--- src/rtl/gha_pkg.sv ---
// Package for the generational handle allocator.
// Holds the field types, command and status codes, slot entry layout and state encoding.
// Depends on nothing; gha_if, gha_stack, the top level and the checker refer to it by scoped names.
package gha_pkg;

    localparam int NUM_SLOTS_DEFAULT = 256;

    typedef logic [1:0]  command_t;
    typedef logic [7:0]  index_field_t;
    typedef logic [31:0] generation_t;
    typedef logic [3:0]  kind_t;
    typedef logic [1:0]  status_t;

    localparam command_t CMD_ALLOC = 2'd0;
    localparam command_t CMD_FREE  = 2'd1;
    localparam command_t CMD_CHECK = 2'd2;

    localparam status_t STATUS_OK      = 2'd0;
    localparam status_t STATUS_INVALID = 2'd1;
    localparam status_t STATUS_FULL    = 2'd2;

    localparam kind_t KIND_INVALID = 4'd0;

    typedef struct packed {
        generation_t generation;
        kind_t       kind;
        logic        active;
    } slot_t;

    typedef struct packed {
        logic push;
        logic pop;
    } stack_op_t;

    typedef enum logic {
        S_IDLE,
        S_EXEC
    } gha_state_t;

endpackage

--- src/rtl/gha_ram.sv ---
// Simple dual-port synchronous RAM with one write port and one registered read port.
// Used for the slot table and the free stack; depends on nothing.
module gha_ram #(
    parameter int WIDTH = 8,
    parameter int DEPTH = 256
) (
    input  logic                     clk,
    input  logic                     we,
    input  logic [$clog2(DEPTH)-1:0] waddr,
    input  logic [WIDTH-1:0]         wdata,
    input  logic                     re,
    input  logic [$clog2(DEPTH)-1:0] raddr,
    output logic [WIDTH-1:0]         rdata
);

    logic [WIDTH-1:0] mem_reg [DEPTH];
    logic [WIDTH-1:0] rdata_reg;

    always_ff @(posedge clk)
    begin
        if (we)
        begin
            mem_reg[waddr] <= wdata;
        end
        if (re)
        begin
            rdata_reg <= mem_reg[raddr];
        end
    end

    assign rdata = rdata_reg;

endmodule

--- src/rtl/gha_stack.sv ---
// LIFO free stack of slot indices: a RAM, a depth counter and a cached top entry.
// After a pop the new top is read from the RAM and forwarded in the following cycle.
// Depends on gha_pkg and gha_ram.
module gha_stack #(
    parameter int NUM_SLOTS = gha_pkg::NUM_SLOTS_DEFAULT
) (
    input  logic                             clk,
    input  logic                             rst_n,
    input  gha_pkg::stack_op_t               op,
    input  logic [$clog2(NUM_SLOTS)-1:0]     push_data,
    output logic [$clog2(NUM_SLOTS+1)-1:0]   count,
    output logic [$clog2(NUM_SLOTS)-1:0]     top
);

    localparam int IDX_W = $clog2(NUM_SLOTS);
    localparam int CNT_W = $clog2(NUM_SLOTS + 1);

    logic [CNT_W-1:0] count_reg;
    logic [CNT_W-1:0] count_next;
    logic [IDX_W-1:0] top_reg;
    logic [IDX_W-1:0] top_next;
    logic             pending_reg;
    logic             pending_next;
    logic [IDX_W-1:0] rdata;

    assign top   = pending_reg ? rdata : top_reg;
    assign count = count_reg;

    always_comb
    begin
        count_next   = count_reg;
        top_next     = top;
        pending_next = 1'b0;
        if (op.push)
        begin
            count_next = count_reg + CNT_W'(1);
            top_next   = push_data;
        end
        else if (op.pop)
        begin
            count_next   = count_reg - CNT_W'(1);
            pending_next = 1'b1;
        end
    end

    always_ff @(posedge clk or negedge rst_n)
    begin
        if (!rst_n)
        begin
            count_reg   <= '0;
            pending_reg <= 1'b0;
        end
        else
        begin
            count_reg   <= count_next;
            pending_reg <= pending_next;
        end
    end

    always_ff @(posedge clk)
    begin
        top_reg <= top_next;
    end

    gha_ram #(
        .WIDTH (IDX_W),
        .DEPTH (NUM_SLOTS)
    ) u_stack_ram (
        .clk   (clk),
        .we    (op.push),
        .waddr (IDX_W'(count_reg)),
        .wdata (push_data),
        .re    (op.pop),
        .raddr (IDX_W'(count_reg - CNT_W'(2))),
        .rdata (rdata)
    );

endmodule

--- config.mk ---
export PLATFORM = sky130hd
export DESIGN_NAME = gha_stack
export DESIGN_NICKNAME = d
export VERILOG_FILES = /design/src/rtl/gha_pkg.sv /design/src/rtl/gha_ram.sv /design/src/rtl/gha_stack.sv
export SDC_FILE = /design/constraint.sdc
export NUM_CORES = 2
export LEC_CHECK = 0
export BUFFER_PORTS_ARGS = -buffer_cell sky130_fd_sc_hd__buf_2
export CELL_PAD_IN_SITES_DETAIL_PLACEMENT = 1
export CELL_PAD_IN_SITES_GLOBAL_PLACEMENT = 2
export CORE_UTILIZATION = 55
export DETAILED_ROUTE_END_ITERATION = 16
export MAX_ROUTING_LAYER = met4
export PLACE_DENSITY_LB_ADDON = 0.15
export SETUP_SLACK_MARGIN = 0.05
export SYNTH_ARGS = -nofsm -noshare
export SYNTH_HDL_FRONTEND = slang
export SYNTH_HIERARCHICAL = 1
export SYNTH_SLANG_ARGS = --single-unit
--- constraint.sdc ---
create_clock -name clk -period 5 [get_ports clk]
set_input_delay 0.25 -clock clk [delete_from_list [all_inputs] [get_ports clk]]
set_output_delay 0.25 -clock clk [all_outputs]
set_load 0.05 [all_outputs]
Word level (Yosys, flattened, before mapping)
Memory sizes are Yosys's and may differ from the RTL's. A register that Yosys moved wholly into a read port is not among the register bits.
Cells that the tools add are included.
Widths: inputs -> output; s select.
- flip-flop bits (word level): 18
- RAM bits: 2048
- input bits: 12
- output and inout bits: 17
- logic and storage cells: 16
- memories kept: 1
- add/sub/neg operators: 3
- muxes and demuxes: 8
- reductions and logical operators: 1
- memory list (memory ; depth ; width ; read ports ; clocked after memory_dff ; wr ports ; RTL line ; text):
    u_stack_ram.mem_reg ; 256 ; 8 ; 1 ; 1 ; 1 ; gha_ram.sv:16 ; logic [WIDTH-1:0] mem_reg [DEPTH];
- operators with widths (operator ; count):
    $mux 9 ; 2
    $mux 8 ; 2
    $add 9x1->9 const B ; 1
    $sub 9x1->9 const B ; 1
    $sub 8x2->8 const B ; 1
    $mux 1 ; 4
    $reduce_bool 2->1 ; 1

Logic depth before layout (Yosys ltp)
- depth in word-level cells: 3
- gate-level depth with buffers: 13
- depth with buffers taken out: 11

By module
The synthesis kept the hierarchy.
- modules (own cells, without submodules) (module ; instances ; cells each ; area each (um2) ; sequential area each (um2)):
    gha_ram ; 1 ; 3733 ; 79636.4 ; 61739.2
    gha_stack ; 1 ; 109 ; 1104.8 ; 410.4

Least setup slack after synthesis
No wires, ideal clock.
- kind: register to register
- start: register count_reg[3], in the netlist count[3]
- end: register u_stack_ram.rdata_reg[7], in the netlist u_stack_ram/rdata[7], read port of u_stack_ram.mem_reg, data pin
- setup time: 0.266 ns
- data arrival time: 2.935 ns
- path slack: 1.799 ns
- stages on the path, launching flop included: 12
- cell sequence: dfrtp_1 -> nor3_1 -> nor3b_1 -> xor2_1 -> clkbuf_1 -> nor3b_1 -> clkbuf_1 -> o221ai_1 -> nand2_1 -> a21oi_1 -> nor4_1 -> nor4_1
- word-level cells in the longest chain between the ends: 1
- RTL lines (what ; RTL line ; text):
    start: declaration ; gha_stack.sv:18 ; logic [CNT_W-1:0] count_reg;
    start signal: assignment ; gha_stack.sv:55 ; count_reg <= count_next;
    $sub 8x2->8 ; gha_stack.sv:74 ; .raddr (IDX_W'(count_reg - CNT_W'(2))),
    end: declaration ; gha_ram.sv:17 ; logic [WIDTH-1:0] rdata_reg;
No other way between the ends.
A chain may end at the register's enable or synchronous reset.

Worst setup path after layout
- start: register count_reg[1], in the netlist count[1]
- end: register u_stack_ram.rdata_reg[0], in the netlist u_stack_ram/rdata[0], read port of u_stack_ram.mem_reg, data pin
Same word-level chain as after synthesis.

==> summary.md <==
| Metric | Value |
|---|---|
| Outcome | finished clean |
| Layout cell share with drive strength beyond 1 | 22.9% |
| Synth async-reset ratio | 0.482% |
| Routed WL | 216,000 um |
| Mapped Avg Cell Area | 21.0 sq um |
| H-tree Lvls | 4 |
| Startpoint Class | flip-flop |
| Final instance area | between 0.08 and 0.09 sq mm |
| Ys flop type | edfxtp_1 |
| Syn Inst Count | 3,842 |
| I/O pins | 29 |
| Yosys reg bits | between 2,000 and 2,500 |
| Seq/Total Area, Yosys | 77.0% |
| P_int | 34,800 uW |
| DRC Markers | 0 |
| Met2 WL | ~100,000 um |
| Final setup fails | 0 |
| DIE AREA | 0.148 sq mm |
| RePlAce Congestion | 0.903 |
| Logic pwr share | 34.9% |
| Min Clock Period, post-route | 4.64 ns |
| CTS tree | done |
| Syn_nets | approximately 3,900 |
| M1 WL | 86,900 um |
| RSZ-0062 raised after global routing | no |
| Worst path bufs/invs | 2 |
| Reg clk slew, reported paths | around 0.060 ns |
| Clock Tree Buf Depth | 3 |
| NetSw | 18,500 uW |
| Worst hold-check path type | in -> reg |
| Slew Viols, Final | 0 |
| Final ANT Viol Nets | 0 |
| Top Metal Used | met4 |
| # rows | 140 |
| Crit Path Max Fanout | 17 |
| Max FFs per register | roughly 2,000 |
| Starting Density | 55.4% |
| Routed wire per std cell | approximately 35 um |
| CP endpoint kind | flip-flop |
| Vias per cell | 6.68 |
| Clock share of power | 28.1% |
| Detailed Place HPWL | between 100,000 and 150,000 um |
| Die Y | 385 um |
| Clock Root Buffer | clkbuf_16 |
| Skew final | between 0.015 and 0.02 ns |
| Largest net degree at the start of global routing | 145 |
| Post-synthesis cell area | ~0.08 sq mm |
| Met3 wire len | ~19,000 um |
| Vias in the first global route | 41,269 |
| Cell taking the most area after synthesis | edfxtp_1 |
| FMAX | around 220 MHz |
| Most frequent cells after synthesis | edfxtp_1, mux4_2, nor2_1, mux2i_1, a22oi_1 |
| 1st-pass router iterations | 5 |
| Yosys cell types | 67 |
| Setup TNS | 0 ns |
| Clock Latency Late Sink | ~0.84 ns |
| PwrDens | 592 mW/mm^2 |
| Peak supply drop | 586 uV |
| Delay of the slowest critical-path stage | 0.97 ns |
| Via count | 40,595 |
| Worst EP arrival | 5.17 ns |
| Final Hold Fails | 0 |
| Clock sink count | 2,074 |
| Gr usage total | 30.4% |
| Port bufs | 28 |
| Util after Layout | 61.7% |
| Post-DP Area | 0.0834 sq mm |
| Setup Buffers After CTS | 0 |
| Count leader, synth | edfxtp_1 |
| Share of power burned in registers | 37.0% |
| CP Cell Sequence | buf_4 > nor3_1 > xor2_4 > buf_4 > nand2_1 > o221ai_1 > nor2_1 > nor4_1 > nor4_2 |
| Ratio of final minimum period to clock period | 92.7% |
| Final nets | 4,003 |
| Worst slew margin | ~20% |
| Worst path slowest cell | nor4_1 |
| Initial antenna violation count | 5 |
| Top delay family on crit path | simple AND/OR/NAND/NOR gates |
| Post-synth top area share | 76.5% |
| Transition time of the tightest slew-check pin | between 1 and 1.5 ns |
| Yosys warnings | 6 |
| Total gr overflow | 0 |
| Inserted Clock Buffers | 203 |
| Final worst slack | 0.363 ns |
| Ranking of synthesized cells by area | edfxtp_1, mux4_2, mux2i_1 |
| CP Data Required Time | about 5.5 ns |
| Max-cap violation count | 0 |
| Core area | 0.146 sq mm |
| Layout area overhead | 11.4% |
| Most used cell, CP | buf_4 |
| Die W | roughly 390 um |
| First-pass GRT wire length | 307,000 um |
| Sw frac | 34.7% |
| Number of synthesized flops with an enable pin | 2,056 |
| Leakage | about 0.028 uW |
| Place WS | between 0.5 and 0.6 ns |
| Crit Path Class | reg -> reg |
| DR iter-0 viols | roughly 4,500 |
## final cells by class
| class | count | area (sq um) |
|---|---|---|
| repair buffers | 170 | 1610 |
| clock inverters | 128 | 1150 |
| multi-input cells | 1526 | 17200 |
| diodes | 8 | 20.0 |
| inverters | 7 | 35.0 |
| fillers | 11891 | 55800 |
| clock buffers | 250 | 5360 |
| flip-flops and latches | 2074 | 62200 |
| well taps | 1917 | 2400 |
## placed cells by master, fill, tap and decap left out, drive strengths merged, types with 19 or more instances in the layout
cell type | Yosys | routed
clkbuf | 111 | 258
nor2 | 288 | 288
nor2b | 32 | 32
clkinv | 1 | 99
o21ai | 19 | 19
nand3 | 34 | 34
o221ai | 47 | 47
nor4 | 27 | 27
a21oi | 105 | 105
a22oi | 133 | 133
buf | 124 | 158
nand2 | 42 | 42
mux4 | 456 | 456
edfxtp | 2056 | 2056
o22ai | 29 | 29
nor3 | 24 | 24
mux2i | 135 | 135
## routing by layer
metal	global-route usage, %	up-vias
met5	-	-
met4	8.02	0
met3	6.72	331
met2	46.4	1876
met1	42.0	22006
li1	-	16382
## power groups by stage
stage,clock [uW],combinational [uW],sequential [uW]
6_report,14900,18600,19700
5_1_grt,15700,19200,19700
3_5_place_dp,0,18300,20100
4_1_cts,15200,18400,19700
3_3_place_gp,0,18000,20000
2_1_floorplan,0,11100,20100
## cell families (layout without fill, tap and decap cells)
group / Yosys count / count (layout) / synth area share [%]
AND/OR/NAND/NOR: 490 / 490 / 2.73
adder cells (fa/ha/maj): 9 / 9 / 0.149
other: 0 / 8 / 0
flip-flops: 2074 / 2074 / 77.0
XOR/XNOR: 12 / 12 / 0.130
buffers and inverters: 242 / 555 / 1.84
multiplexers: 608 / 608 / 14.6
AO/OA/AOI/OAI: 407 / 407 / 3.54
## what timing repair did
item | in CTS | in global routing
gates resized for setup | 0 | 0
hold endpoints to repair | 19 | 0
hold buffers | 4 | 0
## worst reg2reg max path, delay by kind of cell, from the launching register on
family | cells | cell delay, ns
and+or+nand+nor | 5 | 2.15
xor gates and xnor gates | 1 | 0.74
buffers and inverters | 2 | 0.56
AOI/OAI and AO/OA | 1 | 0.46
DFF | 1 | 0.44
## worst paths after layout
kind                                      start                               endpoint  slack, ns  cells past startpoint
min reg2reg                count[8]$_DFFE_PN0P_                   count[8]$_DFFE_PN0P_       0.50                      1
min                                push_data[3]  u_stack_ram/mem_reg[242][3]$_DFFE_PP_        0.1                      1
max in group asynchronous                 rst_n                   count[0]$_DFFE_PN0P_       3.89                      3
max                        count[1]$_DFFE_PN0P_         u_stack_ram/rdata[0]$_DFFE_PP_       0.36                      9
min in group asynchronous                 rst_n                   count[8]$_DFFE_PN0P_       0.55                      3
max reg2reg                count[1]$_DFFE_PN0P_         u_stack_ram/rdata[0]$_DFFE_PP_       0.36                      9
## per-stage QoR
step / hold WS, ns / cells / total power [uW]
4_1_cts: 0.102 / 6072 / 53200
3_3_place_gp: 0.180 / 5690 / 38100
2_1_floorplan: -0.0456 / 3842 / 31200
5_1_grt: 0.141 / 6073 / 54600
6_report: 0.0978 / 6080 / 53200
3_5_place_dp: 0.182 / 5690 / 38300
Note: power is estimated with default switching activity, not from simulation.
